`config.mk`:
```
export PLATFORM = sky130hd
export DESIGN_NAME = sidechain_pump_ducker_flat
export DESIGN_NICKNAME = d
export VERILOG_FILES = /design/src/hw/rtl/spd_pkg.sv /design/src/hw/rtl/spd_in_if.sv /design/src/hw/rtl/spd_out_if.sv /design/src/hw/rtl/spd_mac.sv /design/src/hw/rtl/sidechain_pump_ducker.sv /design/src/flat_wrapper.sv
export SDC_FILE = /design/constraint.sdc
export NUM_CORES = 2
export LEC_CHECK = 0
export BUFFER_PORTS_ARGS = -buffer_cell sky130_fd_sc_hd__buf_4
export CAP_MARGIN = 20
export CORE_MARGIN = 1.5
export CORE_UTILIZATION = 40
export DETAILED_ROUTE_END_ITERATION = 10
export PLACE_DENSITY = 0.53
export SETUP_SLACK_MARGIN = 0.02
export SLEW_MARGIN = 25
export SYNTH_ARGS = -nofsm -noshare
export SYNTH_HDL_FRONTEND = slang
export SYNTH_HIERARCHICAL = 1
export SYNTH_SLANG_ARGS = --single-unit
```
`constraint.sdc`:
```
create_clock -name i_clk -period 10.15 [get_ports i_clk]
set_clock_uncertainty 0.2 [all_clocks]
set_input_delay 0 -clock i_clk [delete_from_list [all_inputs] [get_ports i_clk]]
set_output_delay 0 -clock i_clk [all_outputs]
set_load 0.05 [all_outputs]
```
`src/hw/rtl/spd_pkg.sv`:
```
// ----------------------------------------------------------------------------
// Sidechain pump ducker package
// Shared widths, configuration register indexes and the unity gain constant.
// ----------------------------------------------------------------------------
`default_nettype none

package spd_pkg;

    localparam int GAIN_BITS    = 17;
    localparam int POS_BITS     = 48;
    localparam int CFG_IDX_BITS = 3;

    // Unity gain in Q1.16.
    localparam logic [GAIN_BITS-1:0] GAIN_ONE = 17'h10000;

    typedef logic [CFG_IDX_BITS-1:0] t_cfg_idx;

    localparam t_cfg_idx CFG_ENABLE    = 3'd0;
    localparam t_cfg_idx CFG_SYNC_MODE = 3'd1;
    localparam t_cfg_idx CFG_PHASE_INC = 3'd2;
    localparam t_cfg_idx CFG_DEPTH     = 3'd3;

endpackage

`default_nettype wire

```
`src/hw/rtl/spd_in_if.sv`:
```
// ----------------------------------------------------------------------------
// Sidechain pump ducker input channel
// Valid/ready channel carrying one stereo frame and its block timing.
// ----------------------------------------------------------------------------
`default_nettype none

interface spd_in_if #(
    parameter int SAMPLE_BITS = 24
);
    import spd_pkg::*;

    logic                          valid;
    logic                          ready;
    logic signed [SAMPLE_BITS-1:0] left_in;
    logic signed [SAMPLE_BITS-1:0] right_in;
    logic                          block_start;
    logic [POS_BITS-1:0]           timeline_position;

    modport source (
        output valid, left_in, right_in, block_start, timeline_position,
        input  ready
    );

    modport sink (
        input  valid, left_in, right_in, block_start, timeline_position,
        output ready
    );

endinterface

`default_nettype wire

```
`src/hw/rtl/spd_out_if.sv`:
```
// ----------------------------------------------------------------------------
// Sidechain pump ducker output channel
// Valid/ready channel carrying one scaled stereo frame and the gain used.
// ----------------------------------------------------------------------------
`default_nettype none

interface spd_out_if #(
    parameter int SAMPLE_BITS = 24
);
    import spd_pkg::*;

    logic                          valid;
    logic                          ready;
    logic signed [SAMPLE_BITS-1:0] left_out;
    logic signed [SAMPLE_BITS-1:0] right_out;
    logic [GAIN_BITS-1:0]          gain_applied;

    modport source (
        output valid, left_out, right_out, gain_applied,
        input  ready
    );

    modport sink (
        input  valid, left_out, right_out, gain_applied,
        output ready
    );

endinterface

`default_nettype wire

```
`src/hw/rtl/spd_mac.sv`:
```
// ----------------------------------------------------------------------------
// Sidechain pump ducker multiply-add unit
// Registered signed multiply with an added constant, shared by every product.
// ----------------------------------------------------------------------------
`default_nettype none

module spd_mac #(
    parameter int OP_W = 26
) (
    input  wire logic                     i_clk,
    input  wire logic                     i_en,
    input  wire logic signed [OP_W-1:0]   i_a,
    input  wire logic signed [OP_W-1:0]   i_b,
    input  wire logic signed [2*OP_W-1:0] i_add,
    output logic signed [2*OP_W-1:0]      o_prod
);

    logic signed [2*OP_W-1:0] r_prod;

    always_ff @(posedge i_clk) begin
        if (i_en) begin
            r_prod <= i_a * i_b + i_add;
        end
    end

    assign o_prod = r_prod;

endmodule

`default_nettype wire

```
`src/hw/rtl/sidechain_pump_ducker.sv`:
```
// ----------------------------------------------------------------------------
// Sidechain pump ducker
// Applies a quadratic pump gain to a stereo stream using one shared multiplier.
// ----------------------------------------------------------------------------
// Usage:
// Frames enter on s_in and leave on m_out, one result per frame. A frame is
// transferred when valid and ready are both high. The block takes one frame
// at a time: s_in.ready is high only while the sequencer is idle.
// With ducking enabled a frame steps through S_SQ, S_DIP, S_GAIN, S_LEFT,
// S_RIGHT and S_FIN before its result is offered, and the next frame is taken
// only after S_FIN; a block start that reloads the phase in sync mode adds
// S_SYNC and S_LDPH before S_SQ. Every product (sync reload, shape squared,
// depth scaling, left and right samples) goes through the single multiply-add
// unit one after the other. A disabled block passes the frame through S_PASS
// and takes the next frame once that state is done.
// Results sit in an output register, so a stalled receiver only holds the
// sequencer at its last step; the next frame is taken once that result moves.
// The user must write configuration via i_cfg_we / i_cfg_index / i_cfg_data only
// while the block is idle (not enforced). Writing enable 0 to 1 clears the phase.
// Synchronous reset clears the configuration, the phase and the output valid.
// ----------------------------------------------------------------------------
`default_nettype none

module sidechain_pump_ducker #(
    parameter int SAMPLE_BITS = 24,
    parameter int PHASE_BITS  = 24,
    localparam int CFG_W      = (PHASE_BITS > 17) ? PHASE_BITS : 17
) (
    input  wire logic              i_clk,
    input  wire logic              i_rst_n,
    input  wire logic              i_cfg_we,
    input  wire spd_pkg::t_cfg_idx i_cfg_index,
    input  wire logic [CFG_W-1:0]  i_cfg_data,
    spd_in_if.sink                 s_in,
    spd_out_if.source              m_out
);
    import spd_pkg::*;

    localparam int OP_W = (PHASE_BITS + 2 > SAMPLE_BITS) ? PHASE_BITS + 2 : SAMPLE_BITS;
    localparam int PW   = 2 * OP_W;

    localparam logic [PHASE_BITS:0]  PH_ONE   = {1'b1, {PHASE_BITS{1'b0}}};
    localparam logic signed [PW-1:0] PH_HALF  = PW'(PH_ONE >> 1);
    localparam logic signed [PW-1:0] RND_HALF = PW'(32'sd32768);

    localparam logic signed [SAMPLE_BITS-1:0] S_MAX = {1'b0, {(SAMPLE_BITS-1){1'b1}}};
    localparam logic signed [SAMPLE_BITS-1:0] S_MIN = {1'b1, {(SAMPLE_BITS-1){1'b0}}};

    localparam logic [3:0] S_IDLE  = 4'd0;
    localparam logic [3:0] S_PASS  = 4'd1;
    localparam logic [3:0] S_SYNC  = 4'd2;
    localparam logic [3:0] S_LDPH  = 4'd3;
    localparam logic [3:0] S_SQ    = 4'd4;
    localparam logic [3:0] S_DIP   = 4'd5;
    localparam logic [3:0] S_GAIN  = 4'd6;
    localparam logic [3:0] S_LEFT  = 4'd7;
    localparam logic [3:0] S_RIGHT = 4'd8;
    localparam logic [3:0] S_FIN   = 4'd9;

    // Configuration and state.
    logic                   r_enable;
    logic                   r_sync;
    logic [PHASE_BITS-1:0]  r_inc;
    logic [GAIN_BITS-1:0]   r_depth;
    logic [PHASE_BITS-1:0]  r_phase;
    logic [3:0]             r_state;

    // Frame under work.
    logic signed [SAMPLE_BITS-1:0] r_left;
    logic signed [SAMPLE_BITS-1:0] r_right;
    logic [PHASE_BITS-1:0]         r_pos_lo;
    logic [GAIN_BITS-1:0]          r_gain;
    logic signed [SAMPLE_BITS-1:0] r_left_res;

    // Output register.
    logic                          r_out_valid;
    logic signed [SAMPLE_BITS-1:0] r_left_out;
    logic signed [SAMPLE_BITS-1:0] r_right_out;
    logic [GAIN_BITS-1:0]          r_gain_out;

    logic                   mac_en;
    logic signed [OP_W-1:0] mac_a;
    logic signed [OP_W-1:0] mac_b;
    logic signed [PW-1:0]   mac_add;
    logic signed [PW-1:0]   mac_prod;

    logic [PHASE_BITS:0]           shape;
    logic [PHASE_BITS:0]           sq;
    logic                          sat_ovf;
    logic signed [SAMPLE_BITS-1:0] sat_res;
    logic [GAIN_BITS-1:0]          n_gain;
    logic                          out_free;
    logic                          out_load;

    spd_mac #(
        .OP_W (OP_W)
    ) u_mac (
        .i_clk  (i_clk),
        .i_en   (mac_en),
        .i_a    (mac_a),
        .i_b    (mac_b),
        .i_add  (mac_add),
        .o_prod (mac_prod)
    );

    assign shape = PH_ONE - {1'b0, r_phase};
    assign sq    = mac_prod[2*PHASE_BITS:PHASE_BITS];

    // The rounded dip is the product above the phase fraction; any bit at or
    // above unity gain forces the gain to zero.
    assign n_gain = (mac_prod[PW-1:PHASE_BITS+16] != '0) ? '0 :
                    GAIN_ONE - {1'b0, mac_prod[PHASE_BITS+15:PHASE_BITS]};

    // Saturate the rounded sample product, already biased by one half LSB.
    assign sat_ovf = !((&mac_prod[PW-1:SAMPLE_BITS+15]) || !(|mac_prod[PW-1:SAMPLE_BITS+15]));
    assign sat_res = sat_ovf ? (mac_prod[PW-1] ? S_MIN : S_MAX) : mac_prod[SAMPLE_BITS+15:16];

    assign out_free = !r_out_valid || m_out.ready;
    assign out_load = ((r_state == S_PASS) || (r_state == S_FIN)) && out_free;

    always_comb begin
        mac_en  = 1'b0;
        mac_a   = '0;
        mac_b   = '0;
        mac_add = '0;
        unique case (r_state)
            S_SYNC: begin
                mac_en = 1'b1;
                mac_a  = OP_W'(r_pos_lo);
                mac_b  = OP_W'(r_inc);
            end
            S_SQ: begin
                mac_en  = 1'b1;
                mac_a   = OP_W'(shape);
                mac_b   = OP_W'(shape);
                mac_add = PH_HALF;
            end
            S_DIP: begin
                mac_en  = 1'b1;
                mac_a   = OP_W'(r_depth);
                mac_b   = OP_W'(sq);
                mac_add = PH_HALF;
            end
            S_LEFT: begin
                mac_en  = 1'b1;
                mac_a   = OP_W'(r_left);
                mac_b   = OP_W'(r_gain);
                mac_add = RND_HALF;
            end
            S_RIGHT: begin
                mac_en  = 1'b1;
                mac_a   = OP_W'(r_right);
                mac_b   = OP_W'(r_gain);
                mac_add = RND_HALF;
            end
            default: begin
                mac_en = 1'b0;
            end
        endcase
    end

    always_ff @(posedge i_clk) begin
        if (!i_rst_n) begin
            r_state     <= S_IDLE;
            r_enable    <= 1'b0;
            r_sync      <= 1'b0;
            r_inc       <= '0;
            r_depth     <= '0;
            r_phase     <= '0;
            r_out_valid <= 1'b0;
        end else begin
            unique case (r_state)
                S_IDLE: begin
                    if (s_in.valid) begin
                        r_left   <= s_in.left_in;
                        r_right  <= s_in.right_in;
                        r_pos_lo <= s_in.timeline_position[PHASE_BITS-1:0];
                        if (!r_enable) begin
                            r_gain  <= GAIN_ONE;
                            r_state <= S_PASS;
                        end else if (r_sync && s_in.block_start) begin
                            r_state <= S_SYNC;
                        end else begin
                            r_state <= S_SQ;
                        end
                    end
                end
                S_PASS: begin
                    if (out_free) begin
                        r_state <= S_IDLE;
                    end
                end
                S_SYNC: begin
                    r_state <= S_LDPH;
                end
                S_LDPH: begin
                    r_phase <= mac_prod[PHASE_BITS-1:0];
                    r_state <= S_SQ;
                end
                S_SQ: begin
                    r_state <= S_DIP;
                end
                S_DIP: begin
                    r_state <= S_GAIN;
                end
                S_GAIN: begin
                    r_gain  <= n_gain;
                    r_state <= S_LEFT;
                end
                S_LEFT: begin
                    r_state <= S_RIGHT;
                end
                S_RIGHT: begin
                    r_left_res <= sat_res;
                    r_state    <= S_FIN;
                end
                S_FIN: begin
                    if (out_free) begin
                        r_phase <= r_phase + r_inc;
                        r_state <= S_IDLE;
                    end
                end
                default: begin
                    r_state <= S_IDLE;
                end
            endcase

            if (out_load) begin
                r_out_valid <= 1'b1;
            end else if (m_out.ready) begin
                r_out_valid <= 1'b0;
            end

            // Writes must arrive only while the sequencer is idle; the block does not enforce it.
            if (i_cfg_we) begin
                unique case (i_cfg_index)
                    CFG_ENABLE: begin
                        r_enable <= i_cfg_data[0];
                        if (i_cfg_data[0] && !r_enable) begin
                            r_phase <= '0;
                        end
                    end
                    CFG_SYNC_MODE: begin
                        r_sync <= i_cfg_data[0];
                    end
                    CFG_PHASE_INC: begin
                        r_inc <= i_cfg_data[PHASE_BITS-1:0];
                    end
                    CFG_DEPTH: begin
                        r_depth <= i_cfg_data[GAIN_BITS-1:0];
                    end
                    default: begin
                    end
                endcase
            end
        end
    end

    always_ff @(posedge i_clk) begin
        if (out_load) begin
            if (r_state == S_PASS) begin
                r_left_out  <= r_left;
                r_right_out <= r_right;
            end else begin
                r_left_out  <= r_left_res;
                r_right_out <= sat_res;
            end
            r_gain_out <= r_gain;
        end
    end

    assign s_in.ready         = (r_state == S_IDLE);
    assign m_out.valid        = r_out_valid;
    assign m_out.left_out     = r_left_out;
    assign m_out.right_out    = r_right_out;
    assign m_out.gain_applied = r_gain_out;

endmodule

`default_nettype wire
```
`src/flat_wrapper.sv`:
```
// flat-port wrapper written by rule: the top's interface ports become plain ports
module sidechain_pump_ducker_flat import spd_pkg::*;
#(
    parameter int SAMPLE_BITS = 24,
    parameter int PHASE_BITS  = 24,
    localparam int CFG_W      = (PHASE_BITS > 17) ? PHASE_BITS : 17
)
  (i_clk, i_rst_n, i_cfg_we, i_cfg_index, i_cfg_data, s_in_valid, s_in_left_in, s_in_right_in, s_in_block_start, s_in_timeline_position, s_in_ready, m_out_valid, m_out_left_out, m_out_right_out, m_out_gain_applied, m_out_ready);
  spd_in_if #(.SAMPLE_BITS(SAMPLE_BITS)) s_in_i ();
  spd_out_if #(.SAMPLE_BITS(SAMPLE_BITS)) m_out_i ();
  input  wire logic i_clk;
  input  wire logic i_rst_n;
  input  wire logic i_cfg_we;
  input  wire spd_pkg::t_cfg_idx i_cfg_index;
  input  wire logic [CFG_W-1:0] i_cfg_data;
  input wire logic [$bits(s_in_i.valid)-1:0] s_in_valid;
  input wire logic [$bits(s_in_i.left_in)-1:0] s_in_left_in;
  input wire logic [$bits(s_in_i.right_in)-1:0] s_in_right_in;
  input wire logic [$bits(s_in_i.block_start)-1:0] s_in_block_start;
  input wire logic [$bits(s_in_i.timeline_position)-1:0] s_in_timeline_position;
  output wire logic [$bits(s_in_i.ready)-1:0] s_in_ready;
  output wire logic [$bits(m_out_i.valid)-1:0] m_out_valid;
  output wire logic [$bits(m_out_i.left_out)-1:0] m_out_left_out;
  output wire logic [$bits(m_out_i.right_out)-1:0] m_out_right_out;
  output wire logic [$bits(m_out_i.gain_applied)-1:0] m_out_gain_applied;
  input wire logic [$bits(m_out_i.ready)-1:0] m_out_ready;
  assign s_in_i.valid = s_in_valid;
  assign s_in_i.left_in = s_in_left_in;
  assign s_in_i.right_in = s_in_right_in;
  assign s_in_i.block_start = s_in_block_start;
  assign s_in_i.timeline_position = s_in_timeline_position;
  assign s_in_ready = s_in_i.ready;
  assign m_out_valid = m_out_i.valid;
  assign m_out_left_out = m_out_i.left_out;
  assign m_out_right_out = m_out_i.right_out;
  assign m_out_gain_applied = m_out_i.gain_applied;
  assign m_out_i.ready = m_out_ready;
  sidechain_pump_ducker #(.SAMPLE_BITS(SAMPLE_BITS), .PHASE_BITS(PHASE_BITS)) u_core (.i_clk(i_clk), .i_rst_n(i_rst_n), .i_cfg_we(i_cfg_we), .i_cfg_index(i_cfg_index), .i_cfg_data(i_cfg_data), .s_in(s_in_i), .m_out(m_out_i));
endmodule
```
### Word-level counts from Yosys, hierarchy flattened

Cells that the tools add are included.

* register bits after elaboration: 302
* bits in latches: 0
* RAM bits: 0
* memory bits (read-only): 0
* input bits: 129
* output and inout bits: 67
* logic and storage cells: 88
* memories kept: 0

* add/subtract/negate cells: 4
* $mul: 1
* div/mod/pow operators: 0
* $lt $le $gt $ge: 0
* equality and inequality tests: 15
* shifts and indexed selects: 0
* mux-type cells: 24
* bitwise operators: 0
* reductions and logical operators: 28

Operator list (count)
* 24-bit 2-to-1 mux: 8
* 26-bit case mux with 5 select lines: 1
* 25-bit case mux with 4 select lines: 1
* 24-bit case mux with 2 select lines: 2
* 52-bit adder: 1
* 26-bit by 26-bit multiplier with 52-bit output: 1
* 17-bit 2-to-1 mux: 3
* 4-bit case mux with 9 select lines: 1
* 17-bit case mux with 2 select lines: 1
* 25-bit by 24-bit subtractor with 25-bit output, first input constant: 1
* 24-bit adder: 1
* 17-bit by 16-bit subtractor with 17-bit output, first input constant: 1
* 4-bit by 3-bit equality test with 1-bit output, second input constant: 4
* 13-bit AND reduction: 1
* 13-bit OR reduction: 1
* 4-bit 2-to-1 mux: 3
* 2-bit AND reduction: 6
* 12-bit nonzero test: 1
* 4-bit by 2-bit equality test with 1-bit output, second input constant: 2
* 4-bit equality test, second input constant: 2
* 3-bit by 2-bit equality test with 1-bit output, second input constant: 2
* 2-bit OR reduction: 3
* 5-bit OR reduction: 1
* 4-bit by 1-bit equality test with 1-bit output, second input constant: 1
* 13 further kinds: 23

### Longest topological paths before layout

* depth in word-level cells: 7
* gate-level depth with buffers: 36
* depth with buffers taken out: 34

### By module

The synthesis kept the hierarchy.

By module, submodules not included
* spd_mac: times used 1, cells an instance 3051, area an instance 28905.2 µm²
* sidechain_pump_ducker: times used 1, cells an instance 1120, area an instance 12233.0 µm²

### Worst setup path before layout

No wires, ideal clock.

* kind: flip-flop to flip-flop
* start point: register u_core.r_state[0]
* end point: register u_core.u_mac.r_prod[47], in the netlist u_core/u_mac/o_prod[47] (data pin)
* setup time: 0.268 ns
* data arrival time: 8.265 ns
* required time: 9.682 ns
* path slack: 1.417 ns
* stages on the path, launching flop included: 33
* cells stage by stage: dfxtp_1 > buf_2 > nor3_1 > or2_2 > buf_2 > buf_2 > nand2_1 > nand2_1 > clkbuf_1 > nand2_1 > fa_1 > inv_1 > fa_1 > fa_1 > inv_1 > fa_1 > inv_1 > fa_1 > fa_1 > inv_1 > fa_1 > inv_1 > ha_1 > buf_2 > a21oi_1 > o21ai_1 > a31oi_1 > nor2_1 > nor4b_1 > a211oi_4 > a21oi_2 > mux2i_1 > a211oi_1

* elaborated cells between the ends (all ways): 12
* classes of those cells: add/sub (1); mul (1); eq/ne (5); mux (3); reduce/logical (2)

RTL lines
* from (decl): RTL line sidechain_pump_ducker.sv:66 `logic [3:0] r_state;`
* from (signal assigned): RTL line sidechain_pump_ducker.sv:164 `r_state <= S_IDLE;`
* from (signal assigned): RTL line sidechain_pump_ducker.sv:180 `r_state <= S_PASS;`
* from (signal assigned): RTL line sidechain_pump_ducker.sv:182 `r_state <= S_SYNC;`
* 4-bit by 3-bit equality test with 1-bit output / 4-bit equality test (equally long branches): RTL line sidechain_pump_ducker.sv:126 `unique case (r_state)`
* 2-bit OR reduction (no source line)
* 24-bit case mux with 2 select lines (*): RTL line sidechain_pump_ducker.sv:126
* net u_core.mac_add[15]: RTL line sidechain_pump_ducker.sv:84 `logic signed [PW-1:0] mac_add;`
* 52-bit adder (*): RTL line spd_mac.sv:22 `r_prod <= i_a * i_b + i_add;`
* to (signal assigned): RTL line spd_mac.sv:22
* to (decl): RTL line spd_mac.sv:18 `logic signed [2*OP_W-1:0] r_prod;`

The timed path passes the listed nets; every way through them passes the cells marked *.
A chain may end at the register's enable or synchronous reset.

### Worst setup path in the final report

* start point: register u_core.r_state[1]
* end point: register u_core.u_mac.r_prod[42], in the netlist u_core/u_mac/o_prod[42] (data pin)

* elaborated cells between the ends (all ways): 12
* classes of those cells: add/sub (1); mul (1); eq/ne (5); mux (3); reduce/logical (2)

RTL lines
* 4-bit equality test (tied with other cells): RTL line sidechain_pump_ducker.sv:126
* 26-bit case mux with 5 select lines (*): RTL line sidechain_pump_ducker.sv:126
* net u_core.mac_a[10]: RTL line sidechain_pump_ducker.sv:82 `logic signed [OP_W-1:0] mac_a;`
* 26-bit by 26-bit multiplier with 52-bit output (*): RTL line spd_mac.sv:22
* 52-bit adder (*): RTL line spd_mac.sv:22

Marks and branches as above.

==> reports/metrics.yaml <==
met3_length_um: 4710
grt.total_usage: 0.234
slowest_delay_ps: 810
reg2reg_depth: 25
cts-root-buf: "clkbuf_16"
cts_buffers: 31
detail-route-antenna-nets: 0
synth_top_area_frac: 0.388
dp_hpwl_um: 96300
outcome: "complete, no violations"
pwr_density_cell_nw_per_um2: 65.5
worst_pin_slew_ps: 1020
synth-adder-area-share: 0.448
period_needed_ps: 9550
arrival_ps: 9660
path_max_fanout: 25
routed_wirelength_um: 119000
grt-ovfl-total: 0
synthMostInstantiatedCell: "inv_1"
min_delay_path_depth: 4
p_seq_frac: 0.448
drive_above_1_share: 0.0939
nets: 5688
synth-edff-count: 230
synthTopCellsByCount: "inv_1, fa_1, nand2_1"
fin_util: 0.468
wl_per_cell_um: 19.9
synthArstFlopShare: 0
drc_errors: 0
synthTopCellsByArea: "fa_1, edfxtp_1, inv_1"
r2r-start: "u_core/r_state[1]$_SDFFE_PN0P_"
antenna_found_initial: 3
maxSlewViolCount: 0
crit_type: "flop to flop"
ys_types: 81
setup_viol: 0
synth_top_family_by_area: "adder cells"
grt_pass1_wl_um: 186000
power.internal_w: 0.00228
holdCritStartpoint: "i_cfg_data[20]"
dr_wl_met2_um: 60900
synth_top_flop_cell: "edfxtp_1"
crit_top_cell: "fa_1"
yosys.area_share.simple: 0.135
die_h_um: 324
switchingPower_w: 0.000840
avgSynthCellArea_um2: 9.86
highest_layer: "met4"
critPathCaptureType: "flop"
yosys_warnings: 6
cts_max_level: 1
hold_viol: 0
clkSinkCount: 302
p_clk_frac: 0.368
path_clk_slew_ps: 70
fin_setup_tns_ps: 0
reg2reg_slack_ps: 600
drt-met1-wl_um: 50600
muxShareOfSynthArea: 0.0147
p_leak_nw: 21.7
crit_slowest_cell: "nand3_1"
dpl.cell_count: 5705
yosysSeqAreaShare: 0.203
io_pins: 196
cts_setup_buffers: 0
hold_class: "input pin to flop"
switching_share: 0.269
cap_violations: 0
grt_pass1_vias: 31700
yosysTopAreaCell: "fa_1"
fp-row-count: 117
synth_area_um2: 41100
stdcell_count: 5958
synthCells: 4171
cts_tree: "built"
rsz0062_at_grt: "false"
period_share: 0.940
initial_core_util: 0.404
area_delta_synth_final_pct: 15.9
via_count: 29600
synthXorXnorAreaFrac: 0.0238
pwr-share-comb: 0.184
gp_congestion: 0.914
dieArea_um2: 105000
synth_compound_area_frac: 0.0716
worst_ep_required_time_ps: 10260
port_buffers: 171
grt_max_degree: 67
firstDrtPassIters: 8
r2r-end: "u_core/u_mac/o_prod[42]$_DFFE_PP_"
insertion_delay_ps: 580
cts_max_path_buffers: 3
holdPathEnd: "u_core/r_inc[20]$_SDFFE_PN0P_"
max-slew-margin-rel: 0.316
fmax_mhz: 105
ys_ff_latch: 302
die_w_um: 324
routed_via_density: 4.98
power_w: 0.00312
irDropWorstVdd_mv: 0.112
core_region_area_um2: 102000
drt_iter0_drc: 1863
cp-start-kind: "flop"
layer usage:
layer,vias to the layer above,global-route usage
li1,13500,-
met1,15400,0.308
met2,606,0.420
met3,107,0.0201
met4,0,0.0444
met5,-,0
cells in the final DEF (no fill, tap or decap), drive strengths merged, types with 6 or more instances in the layout:
cell         instances
a211oi               9
a21boi              45
a21o                24
a21oi               89
a221oi              16
a222oi              20
a22oi               55
a31oi               18
and2               301
and3                13
buf                293
clkbuf              42
clkinv               6
conb                56
dfxtp               72
dlygate4sd3        195
edfxtp             230
fa                 797
ha                 197
inv                952
mux2                48
nand2              586
nand2b              20
nand3               45
nand4               12
nor2               104
nor2b               15
nor3                23
nor4                14
o211ai              13
o21a                32
o21ai               50
o21bai               8
or3                 11
or4                  7
xnor2               71
xor2                41
worst max-delay path by stage:
stage,start,endpoint
2_1_floorplan,u_core/r_state[0]$_SDFFE_PN0P_,u_core/u_mac/o_prod[47]$_DFFE_PP_
3_3_place_gp,u_core/r_state[1]$_SDFFE_PN0P_,u_core/u_mac/o_prod[42]$_DFFE_PP_
3_5_place_dp,u_core/r_state[3]$_SDFFE_PN0P_,u_core/u_mac/o_prod[42]$_DFFE_PP_
4_1_cts,u_core/r_state[1]$_SDFFE_PN0P_,u_core/u_mac/o_prod[42]$_DFFE_PP_
5_1_grt,u_core/r_state[1]$_SDFFE_PN0P_,u_core/u_mac/o_prod[50]$_DFFE_PP_
6_report,u_core/r_state[1]$_SDFFE_PN0P_,u_core/u_mac/o_prod[42]$_DFFE_PP_
power groups by stage:
stage	registers [W]	logic [W]	clock network [W]
after floorplan	0.00146	0.000306	0
after global placement	0.00142	0.000515	0
after detailed placement	0.00142	0.000515	0
after CTS	0.00140	0.000576	0.00116
after global routing	0.00140	0.000637	0.00121
final	0.00140	0.000575	0.00115
critical path: cells and delay by family, from the launching register on:
family                     cells  cell delay (ps)
and+or+nand+nor                6             2020
adders and majority gates      8             3880
xor gates and xnor gates       1              100
DFF                            1              650
AOI/OAI and AO/OA              5             1390
buffers and inverters          5              970
cell type report:
type                    count  area, um2
clock buffers              42        837
well taps                1368       1710
diodes                      2       5.00
repair buffers            488       4230
inverters                 949       3560
clock inverters            14        156
flip-flops and latches    302       8350
multi-input cells        2793      28800
fillers                  9862      54200
registers in the layout, summed over array words and instances, names as in the netlist:
signal                     count
u_core/u_mac/o_prod           52
u_core/m_out.left_out         24
u_core/m_out.right_out        24
u_core/r_inc                  24
u_core/r_left                 24
u_core/r_left_res             24
u_core/r_phase                24
u_core/r_pos_lo               24
u_core/r_right                24
u_core/m_out.gain_applied     17
u_core/r_depth                17
u_core/r_gain                 17
u_core/r_state                 4
u_core/m_out.valid             1
u_core/r_enable                1
u_core/r_sync                  1
cells by family (layout without fill, tap and decap cells):
group                      Yosys count  in the layout
AOI/OAI and AO/OA                  415            415
xor gates and xnor gates           112            112
adders and majority gates          994            994
buffers and inverters             1131           1493
DFF                                302            302
muxes                               53             53
other                                1             58
and+or+nand+nor                   1163           1163
stage by stage:
stage	hold WS, ps	setup slack, ps	instance area (um2)
floorplan	-101	1420	41300
global placement	-20.7	564	44700
detailed placement	-20.4	579	44700
finish	77.4	604	47700
global route	78.5	101	47700
CTS	1.55	544	47700
timing repair:
item	4_1_cts	5_1_grt
gates resized for setup	0	0
hold buffers	194	1
endpoints found under the hold margin	156	1
Note: power is estimated with default switching activity, not from simulation.
